`config.mk`:
```
export PLATFORM = sky130hd
export DESIGN_NAME = lfu_cache_table_flat
export DESIGN_NICKNAME = d
export VERILOG_FILES = /design/src/hdl/lfuct_pkg.sv /design/src/hdl/lfuct_req_if.sv /design/src/hdl/lfuct_rsp_if.sv /design/src/hdl/lfu_cache_table.sv /design/src/hdl/lfuct_mem.sv /design/src/flat_wrapper.sv
export VERILOG_INCLUDE_DIRS = /design/src /design/src/hdl
export SDC_FILE = /design/constraint.sdc
export NUM_CORES = 2
export LEC_CHECK = 0
export ABC_AREA = 0
export CAP_MARGIN = 10
export CELL_PAD_IN_SITES_DETAIL_PLACEMENT = 1
export CELL_PAD_IN_SITES_GLOBAL_PLACEMENT = 1
export CORE_AREA = 4 4 697 422
export DETAILED_ROUTE_END_ITERATION = 7
export DIE_AREA = 0 0 701 426
export DONT_BUFFER_PORTS = 1
export PLACE_DENSITY_LB_ADDON = 0.05
export SLEW_MARGIN = 15
export SYNTH_ARGS = -nofsm -noshare
export SYNTH_HDL_FRONTEND = slang
export SYNTH_SLANG_ARGS = --single-unit
```
`constraint.sdc`:
```
create_clock -name clk_i -period 10.6 [get_ports clk_i]
set_input_delay 2.12 -clock clk_i [delete_from_list [all_inputs] [get_ports clk_i]]
set_output_delay 2.12 -clock clk_i [all_outputs]
set_load 0.1 [all_outputs]
```
`src/hdl/lfu_cache_table_assert.svh`:
```
// assertion macros for the lfu cache table
`ifndef LFU_CACHE_TABLE_ASSERT_SVH
`define LFU_CACHE_TABLE_ASSERT_SVH

`ifndef NO_ASSERTIONS
`define LFUCT_ASSERT(lbl, clk, rst_n, prop) \
  lbl: assert property (@(posedge clk) disable iff (!rst_n) (prop)) \
    else $error("lfu cache table assertion failed");
`define LFUCT_ASSERT_NEVER(lbl, clk, rst_n, cond) \
  lbl: assert property (@(posedge clk) disable iff (!rst_n) !(cond)) \
    else $error("lfu cache table forbidden condition");
`else
`define LFUCT_ASSERT(lbl, clk, rst_n, prop)
`define LFUCT_ASSERT_NEVER(lbl, clk, rst_n, cond)
`endif

`endif

```
`src/hdl/lfuct_pkg.sv`:
```
package lfuct_pkg;

  localparam logic        OP_GET     = 1'b0;
  localparam logic        OP_PUT     = 1'b1;
  localparam logic [4:0]  CAP_RESET  = 5'd16;
  localparam logic [31:0] COUNT_MAX  = 32'hFFFF_FFFF;
  localparam logic [31:0] COUNT_INIT = 32'd1;
  localparam logic [31:0] MISS_VALUE = 32'hFFFF_FFFF;

  typedef struct packed {
    logic [31:0] key;
    logic [31:0] value;
    logic [31:0] count;
    logic [31:0] stamp;
  } entry_t;

  function automatic logic [31:0] sat_inc(input logic [31:0] c);
    return (c == COUNT_MAX) ? c : c + 32'd1;
  endfunction

endpackage

```
`src/hdl/lfuct_req_if.sv`:
```
interface lfuct_req_if;
  logic               valid;
  logic               ready;
  logic               opcode;
  logic        [31:0] key;
  logic signed [31:0] write_value;

  modport source (output valid, output opcode, output key, output write_value, input ready);
  modport sink (input valid, input opcode, input key, input write_value, output ready);
endinterface

```
`src/hdl/lfuct_rsp_if.sv`:
```
interface lfuct_rsp_if;
  logic               valid;
  logic               ready;
  logic               hit;
  logic signed [31:0] read_value;

  modport source (output valid, output hit, output read_value, input ready);
  modport sink (input valid, input hit, input read_value, output ready);
endinterface

```
`src/hdl/lfu_cache_table.sv`:
```
// lfu cache table: key/value store with least-frequently-used replacement
// req_i carries one request (opcode get/put, key, write_value) by valid/ready;
// rsp_o returns one response (hit, read_value) per request by valid/ready.
// cfg_we_i/cfg_wdata_i write the capacity register; write it only while idle.
// each request scans every slot through one memory read port and one rank
// comparator, one slot per cycle, then writes back in the decide state.
// each eviction (a put miss while occupancy is at capacity) adds another
// rescan. req_i.ready is high only while idle, so a new request is not
// taken until the previous one has been decided.
// a response waits in an output register: a stalled receiver does not stop
// the next request from being accepted and scanned; only its final decide
// step, not an eviction, holds until the earlier response is taken.
// reset clears all slot valid bits, occupancy and the touch counter, and
// sets capacity to 16; slot memory contents are only read behind a valid bit.
`include "lfu_cache_table_assert.svh"

module lfu_cache_table import lfuct_pkg::*; #(
  parameter int ENTRIES = 16
) (
  input  logic        clk_i,
  input  logic        rst_ni,
  input  logic        cfg_we_i,
  input  logic [4:0]  cfg_wdata_i,
  lfuct_req_if.sink   req_i,
  lfuct_rsp_if.source rsp_o
);

  localparam int IW = (ENTRIES > 1) ? $clog2(ENTRIES) : 1;
  localparam int CW = $clog2(ENTRIES + 1);

  typedef enum logic [2:0] {
    S_IDLE   = 3'b001,
    S_SCAN   = 3'b010,
    S_DECIDE = 3'b100
  } state_e;

  state_e              state_q;
  logic                op_q;
  logic [31:0]         key_q;
  logic [31:0]         wval_q;
  logic [CW-1:0]       scan_q;
  logic [IW-1:0]       proc_q;
  logic                proc_vld_q;
  logic                found_q;
  logic [IW-1:0]       match_idx_q;
  logic [31:0]         match_val_q;
  logic [31:0]         match_cnt_q;
  logic                free_found_q;
  logic [IW-1:0]       free_idx_q;
  logic                vict_found_q;
  logic [IW-1:0]       vict_idx_q;
  logic [95:0]         vict_rank_q;
  logic [ENTRIES-1:0]  valid_q;
  logic [CW-1:0]       occ_q;
  logic [31:0]         touch_q;
  logic [4:0]          cap_q;
  logic                rsp_valid_q;
  logic                hit_q;
  logic [31:0]         rval_q;

  entry_t              rd_entry;
  entry_t              wr_entry;
  logic [95:0]         rd_rank;
  logic                scan_last;
  logic                rd_issue;
  logic [CW-1:0]       cap_eff;
  logic                cap_zero;
  logic                do_touch;
  logic                do_evict;
  logic                do_insert;
  logic                fire;
  logic                mem_we;
  logic [IW-1:0]       mem_waddr;
  logic [31:0]         touch_nx;

  lfuct_mem #(
    .DEPTH (ENTRIES)
  ) u_mem (
    .clk_i   (clk_i),
    .we_i    (mem_we),
    .waddr_i (mem_waddr),
    .wdata_i (wr_entry),
    .raddr_i (scan_q[IW-1:0]),
    .rdata_o (rd_entry)
  );

  assign scan_last = (scan_q == CW'(ENTRIES));
  assign rd_issue  = (state_q == S_SCAN) && !scan_last;
  assign rd_rank   = {rd_entry.count, rd_entry.stamp, rd_entry.key};
  assign touch_nx  = touch_q + 32'd1;

  always_comb begin
    if ({27'd0, cap_q} > ENTRIES) begin
      cap_eff = CW'(ENTRIES);
    end else begin
      cap_eff = CW'(cap_q);
    end
  end

  assign cap_zero  = (cap_eff == '0);
  assign do_touch  = found_q && ((op_q == OP_GET) || !cap_zero);
  assign do_evict  = (op_q == OP_PUT) && !cap_zero && !found_q && (occ_q >= cap_eff);
  assign do_insert = (op_q == OP_PUT) && !cap_zero && !found_q && !(occ_q >= cap_eff);
  assign fire      = (state_q == S_DECIDE) && (do_evict || !rsp_valid_q || rsp_o.ready);
  assign mem_we    = fire && (do_touch || do_insert);
  assign mem_waddr = do_touch ? match_idx_q : free_idx_q;

  always_comb begin
    wr_entry.key   = key_q;
    wr_entry.value = (op_q == OP_PUT) ? wval_q : match_val_q;
    wr_entry.count = do_touch ? sat_inc(match_cnt_q) : COUNT_INIT;
    wr_entry.stamp = touch_nx;
  end

  always_ff @(posedge clk_i or negedge rst_ni) begin
    if (!rst_ni) begin
      state_q      <= S_IDLE;
      op_q         <= OP_GET;
      key_q        <= '0;
      wval_q       <= '0;
      scan_q       <= '0;
      proc_q       <= '0;
      proc_vld_q   <= 1'b0;
      found_q      <= 1'b0;
      match_idx_q  <= '0;
      match_val_q  <= '0;
      match_cnt_q  <= '0;
      free_found_q <= 1'b0;
      free_idx_q   <= '0;
      vict_found_q <= 1'b0;
      vict_idx_q   <= '0;
      vict_rank_q  <= '0;
      valid_q      <= '0;
      occ_q        <= '0;
      touch_q      <= '0;
      cap_q        <= CAP_RESET;
      rsp_valid_q  <= 1'b0;
      hit_q        <= 1'b0;
      rval_q       <= '0;
    end else begin
      proc_vld_q <= rd_issue;
      proc_q     <= scan_q[IW-1:0];

      if (cfg_we_i) begin
        cap_q <= cfg_wdata_i;
      end

      if (fire && !do_evict) begin
        rsp_valid_q <= 1'b1;
      end else if (rsp_valid_q && rsp_o.ready) begin
        rsp_valid_q <= 1'b0;
      end

      case (state_q)
        S_IDLE: begin
          if (req_i.valid) begin
            op_q         <= req_i.opcode;
            key_q        <= req_i.key;
            wval_q       <= req_i.write_value;
            scan_q       <= '0;
            found_q      <= 1'b0;
            free_found_q <= 1'b0;
            vict_found_q <= 1'b0;
            state_q      <= S_SCAN;
          end
        end
        S_SCAN: begin
          if (!scan_last) begin
            scan_q <= scan_q + CW'(1);
          end else begin
            state_q <= S_DECIDE;
          end
          if (proc_vld_q) begin
            if (valid_q[proc_q]) begin
              if (!found_q && (rd_entry.key == key_q)) begin
                found_q     <= 1'b1;
                match_idx_q <= proc_q;
                match_val_q <= rd_entry.value;
                match_cnt_q <= rd_entry.count;
              end
              if (!vict_found_q || (rd_rank < vict_rank_q)) begin
                vict_found_q <= 1'b1;
                vict_idx_q   <= proc_q;
                vict_rank_q  <= rd_rank;
              end
            end else if (!free_found_q) begin
              free_found_q <= 1'b1;
              free_idx_q   <= proc_q;
            end
          end
        end
        S_DECIDE: begin
          if (fire) begin
            if (mem_we) begin
              touch_q <= touch_nx;
            end
            if (do_evict) begin
              // drop the victim and rescan for the next victim or free slot
              valid_q[vict_idx_q] <= 1'b0;
              occ_q               <= occ_q - CW'(1);
              scan_q              <= '0;
              found_q             <= 1'b0;
              free_found_q        <= 1'b0;
              vict_found_q        <= 1'b0;
              state_q             <= S_SCAN;
            end else begin
              if (do_insert) begin
                valid_q[free_idx_q] <= 1'b1;
                occ_q               <= occ_q + CW'(1);
              end
              hit_q <= found_q;
              if (op_q == OP_PUT) begin
                rval_q <= '0;
              end else if (found_q) begin
                rval_q <= match_val_q;
              end else begin
                rval_q <= MISS_VALUE;
              end
              state_q <= S_IDLE;
            end
          end
        end
        default: begin
          state_q <= S_IDLE;
        end
      endcase
    end
  end

  assign req_i.ready      = (state_q == S_IDLE);
  assign rsp_o.valid      = rsp_valid_q;
  assign rsp_o.hit        = hit_q;
  assign rsp_o.read_value = signed'(rval_q);

  `LFUCT_ASSERT(a_occ_matches_valid, clk_i, rst_ni, $countones(valid_q) == int'(occ_q))
  `LFUCT_ASSERT(a_evict_valid_victim, clk_i, rst_ni, (fire && do_evict) |-> (vict_found_q && valid_q[vict_idx_q]))
  `LFUCT_ASSERT(a_insert_free_slot, clk_i, rst_ni, (fire && do_insert) |-> (free_found_q && !valid_q[free_idx_q]))
  `LFUCT_ASSERT(a_rsp_from_decide, clk_i, rst_ni, $rose(rsp_valid_q) |-> $past(state_q == S_DECIDE))
  `LFUCT_ASSERT_NEVER(a_no_write_while_scan, clk_i, rst_ni, mem_we && (state_q != S_DECIDE))

endmodule

```
`src/hdl/lfuct_mem.sv`:
```
module lfuct_mem import lfuct_pkg::*; #(
  parameter int DEPTH = 16,
  parameter int AW    = (DEPTH > 1) ? $clog2(DEPTH) : 1
) (
  input  logic          clk_i,
  input  logic          we_i,
  input  logic [AW-1:0] waddr_i,
  input  entry_t        wdata_i,
  input  logic [AW-1:0] raddr_i,
  output entry_t        rdata_o
);

  entry_t mem_q [DEPTH];
  entry_t rdata_q;

  always_ff @(posedge clk_i) begin
    if (we_i) begin
      mem_q[waddr_i] <= wdata_i;
    end
    rdata_q <= mem_q[raddr_i];
  end

  assign rdata_o = rdata_q;

endmodule
```
`src/flat_wrapper.sv`:
```
// flat-port wrapper written by rule: the top's interface ports become plain ports
module lfu_cache_table_flat import lfuct_pkg::*;
#(
  parameter int ENTRIES = 16
)
  (clk_i, rst_ni, cfg_we_i, cfg_wdata_i, req_i_valid, req_i_opcode, req_i_key, req_i_write_value, req_i_ready, rsp_o_valid, rsp_o_hit, rsp_o_read_value, rsp_o_ready);
  lfuct_req_if req_i_i ();
  lfuct_rsp_if rsp_o_i ();
  input  logic clk_i;
  input  logic rst_ni;
  input  logic cfg_we_i;
  input  logic [4:0] cfg_wdata_i;
  input wire logic [$bits(req_i_i.valid)-1:0] req_i_valid;
  input wire logic [$bits(req_i_i.opcode)-1:0] req_i_opcode;
  input wire logic [$bits(req_i_i.key)-1:0] req_i_key;
  input wire logic [$bits(req_i_i.write_value)-1:0] req_i_write_value;
  output wire logic [$bits(req_i_i.ready)-1:0] req_i_ready;
  output wire logic [$bits(rsp_o_i.valid)-1:0] rsp_o_valid;
  output wire logic [$bits(rsp_o_i.hit)-1:0] rsp_o_hit;
  output wire logic [$bits(rsp_o_i.read_value)-1:0] rsp_o_read_value;
  input wire logic [$bits(rsp_o_i.ready)-1:0] rsp_o_ready;
  assign req_i_i.valid = req_i_valid;
  assign req_i_i.opcode = req_i_opcode;
  assign req_i_i.key = req_i_key;
  assign req_i_i.write_value = req_i_write_value;
  assign req_i_ready = req_i_i.ready;
  assign rsp_o_valid = rsp_o_i.valid;
  assign rsp_o_hit = rsp_o_i.hit;
  assign rsp_o_read_value = rsp_o_i.read_value;
  assign rsp_o_i.ready = rsp_o_ready;
  lfu_cache_table #(.ENTRIES(ENTRIES)) u_core (.clk_i(clk_i), .rst_ni(rst_ni), .cfg_we_i(cfg_we_i), .cfg_wdata_i(cfg_wdata_i), .req_i(req_i_i), .rsp_o(rsp_o_i));
endmodule
```
==> flow_summary.json <==
{
  "slowest_delay_ns": 0.84,
  "area_growth_pct": 13.57,
  "pwr-share-clk_pct": 33.8,
  "placementRows": 153,
  "stdcell_count": 9303,
  "place_area_um2": 105300,
  "critPathMaxFanout": 88,
  "synthArstFlopShare_pct": 13.69,
  "tightest_slew_ns": 1.341,
  "cpMostUsedCell": "buf_4",
  "status": "finished, final reports clean",
  "synth_edf_count": 2048,
  "design.die.area_um2": 298600,
  "synth_area_per_cell_um2": 19.57,
  "fin_worst_skew_ns": 0.03868,
  "cts_resized": 0,
  "switching_share_pct": 28.46,
  "routed_wl_um": 284500,
  "die_w_um": 701,
  "holdBufCountCts": 0,
  "r2r_end": "u_core.u_mem.mem_q[3][92]",
  "dpl.cell_count": 8819,
  "cts.clk_slew.worst_paths_ns": 0.06,
  "worst_ep_arrival_time_ns": 5.75,
  "timing.rr.start": "u_core.cap_q[0]",
  "grtUsageTotal_pct": 19.07,
  "first_pass_iters": 5,
  "dpl.hpwl_um": 161300,
  "rsz0062_at_grt": "no",
  "p_int_mw": 19.71,
  "drv_cap": 0,
  "first_global_vias": 52730,
  "reg2regPathDepth": 9,
  "power_leakage_nw": 37.49,
  "die_h_um": 426,
  "hp-start": "u_core.u_mem.rdata_o[79]",
  "power_mw": 27.56,
  "io_buffers": 0,
  "ioPinCount": 110,
  "min_path_type": "flop to flop",
  "final_area_um2": 113900,
  "combPwrFrac_pct": 20.4,
  "cts_setup_buffers": 0,
  "ir_drop_mv": 0.1976,
  "path_class": "input port to flop",
  "grt_max_degree": 346,
  "remaining_drc_errors": 0,
  "min_period_ns": 5.281,
  "hold_violations": 0,
  "worstSetupStartpointType": "input port",
  "synthesis.area_um2": 100300,
  "dr.first_iter.drc_count": 4334,
  "seqPwrFrac_pct": 45.8,
  "worstHoldEndpoint": "u_core.match_val_q[15]",
  "ant_nets": 0,
  "slew_viol_final": 0,
  "synth_fp_nets": 5309,
  "clockBufferDepth": 4,
  "drive_above_1_share_pct": 24.19,
  "slew_headroom_pct": 10.60,
  "period_share_pct": 49.82,
  "p_switching_mw": 7.842,
  "vias": 50500,
  "grt_overflow_total": 0,
  "synth_warnings": 0,
  "cpMaxStageDelayCell": "buf_4",
  "min_path_cells": 1,
  "final_nets": 5395,
  "ys_types": 72,
  "synthFlopType": "edfxtp_1",
  "synthCells": 5126,
  "avgViaCountPerCell": 5.428,
  "initial_core_util_pct": 34.79,
  "hold_ws_ns": 0.4331,
  "htreeDepth": 5,
  "worstPathRequired_ns": 11.07,
  "endpoint_kind": "flop",
  "numCtsBuffers": 266,
  "wl_per_cell_um": 30.58,
  "ys_seq_area_share_pct": 72.48,
  "ys_seq_elements": 2521,
  "cts.sinks": 2521,
  "reg2reg_slack_ns": 5.39,
  "powerDensity_nw_per_um2": 241.9,
  "setup_viol": 0,
  "cp_cell_sequence": "nand2b_1, nand3_1, a221oi_4, buf_4, nand2_1, nor2_4, buf_12, buf_4",
  "fmaxAchievable_mhz": 189.4,
  "coreArea_um2": 288300,
  "cts_tree": "yes",
  "routabilityCongestion": 0.7400,
  "clk_latency_ns": 0.87,
  "grt_pass1_wl_um": 409800,
  "root_buffer": "clkbuf_16",
  "antenna_found_initial": 22
}
-- layout make-up --
| cell class | instances | area (um2) |
|---|---|---|
| multi-input cells | 2192 | 26310 |
| flip-flops and latches | 2521 | 72720 |
| clock inverters | 103 | 970.9 |
| well taps | 3875 | 4848 |
| clock buffers | 373 | 7491 |
| fillers | 27430 | 174400 |
| diodes | 8 | 20.02 |
| repair buffers | 116 | 1129 |
| inverters | 115 | 431.7 |
-- cells in the final DEF, fill, tap and decap left out, drive strengths merged, types with 6 or more instances in the layout --
cell type	count
edfxtp	2048
mux4	644
clkbuf	373
dfrtp	343
nand2	230
mux2	173
nand4	139
dfxtp	128
inv	125
buf	116
ha	107
o211ai	102
nand3b	102
o221a	96
o21ai	96
nor2	83
clkinv	72
a21oi	62
xnor2	60
xor2	58
nand3	38
o21bai	32
nor3	28
and3	18
bufinv	17
or3	12
nor4	10
diode	8
nand2b	8
a21o	8
a211oi	7
nor2b	6
and4	6
a31oi	6
and2	6
-- logic make-up after synthesis --
group / Yosys count / share of synthesized area (%)
buffers and inverters: 413 / 1.694
multiplexers: 818 / 16.41
flip-flops: 2521 / 72.48
AO/OA/AOI/OAI: 443 / 3.321
adder cells (fa/ha/maj): 108 / 1.355
AND/OR/NAND/NOR: 705 / 3.711
XOR/XNOR: 118 / 1.030
-- worst max-delay path, delay by kind of cell --
family	cells	cell delay (ns)
AO/OA/AOI/OAI	1	0.28
buffers and inverters	3	1.78
AND/OR/NAND/NOR	4	1.17
-- cell usage after synthesis (5+ instances only) --
cell type	n	share of area (%)
edfxtp_1	2048	61
mux4_2	644	14
dfrtp_1	343	8.6
nand2_1	230	0.86
clkbuf_1	224	0.84
nand4_1	139	0.87
dfxtp_1	128	2.6
inv_1	114	0.43
ha_1	107	1.3
mux2_2	102	1.1
nand3b_1	102	0.76
o211ai_1	102	0.76
o221a_1	96	1.1
nor2_1	83	0.31
mux2_1	71	0.80
a21oi_1	62	0.31
xnor2_1	60	0.52
xor2_1	58	0.51
o21ai_1	51	0.25
o21ai_0	45	0.22
buf_1	43	0.16
nand3_1	38	0.19
o21bai_1	32	0.24
nor3_1	27	0.13
and3_1	18	0.11
buf_6	16	0.18
or3_1	12	0.075
buf_2	10	0.050
nor4_1	10	0.062
a21o_1	8	0.060
nand2b_1	8	0.050
a211oi_1	7	0.052
a31oi_1	6	0.037
and2_1	6	0.037
and4_1	6	0.052
nor2b_1	6	0.037
a221oi_1	5	0.044
o31ai_1	5	0.037
-- through the flow --
| step | utilization (%) | setup WS (ns) | setup TNS (ns) |
|---|---|---|---|
| floorplan | - | -2.112 | -810.96 |
| global placement | 36.52 | 4.557 | 0 |
| detailed placement | 36.53 | 4.449 | 0 |
| CTS | 39.46 | 5.348 | 0 |
| global route | 39.51 | 5.134 | 0 |
| finish | 39.51 | 5.319 | 0 |
-- registers in the layout (all words and copies together) (netlist names), 3 cells and up --
| signal | flops |
|---|---|
| u_core.valid_q | 16 |
| u_core.match_idx_q | 4 |
| u_core.vict_rank_q | 96 |
| u_core.match_cnt_q | 32 |
| u_core.vict_idx_q | 4 |
| u_core.key_q | 32 |
| u_core.proc_q | 4 |
| u_core.scan_q | 5 |
| u_core.rsp_o.read_value | 32 |
| u_core.occ_q | 5 |
| u_core.match_val_q | 32 |
| u_core.u_mem.rdata_o | 128 |
| u_core.u_mem.mem_q | 2048 |
| u_core.wval_q | 32 |
| u_core.free_idx_q | 4 |
| u_core.touch_q | 32 |
| u_core.cap_q | 5 |
| u_core.state_q | 3 |
-- worst max path at each step --
| stage | cells past startpoint | to | slack, ns | from |
|---|---|---|---|---|
| floorplan | 7 | u_core.u_mem.mem_q[0][0] | -2.11 | rsp_o_ready |
| global placement | 8 | u_core.u_mem.mem_q[7][107] | 4.56 | rsp_o_ready |
| detailed placement | 8 | u_core.u_mem.mem_q[7][107] | 4.45 | rsp_o_ready |
| CTS | 9 | u_core.u_mem.mem_q[3][91] | 5.35 | u_core.cap_q[0] |
| global route | 9 | u_core.u_mem.mem_q[3][60] | 5.13 | u_core.cap_q[0] |
| finish | 8 | u_core.u_mem.mem_q[7][107] | 5.32 | rsp_o_ready |
-- power by group through the flow --
stage	Sequential, mW	Clock (mW)	Combinational, mW
6_report	12.6	9.30	5.62
3_5_place_dp	12.8	0	5.73
4_1_cts	12.6	9.64	5.75
3_3_place_gp	12.8	0	5.68
5_1_grt	12.7	10.1	6.14
2_1_floorplan	12.3	0	4.15
-- layer usage --
layer / global-route usage [%] / share of wire (%) / vias to the layer above
met3: 3.375 / 5.6 / 343
met4: 4.128 / 2.0 / 4
met2: 25.18 / 40 / 1170
met5: 0 / 0.012 / -
met1: 31.93 / 53 / 27820
li1: - / - / 21160
Note: power is estimated with default switching activity, not from simulation.
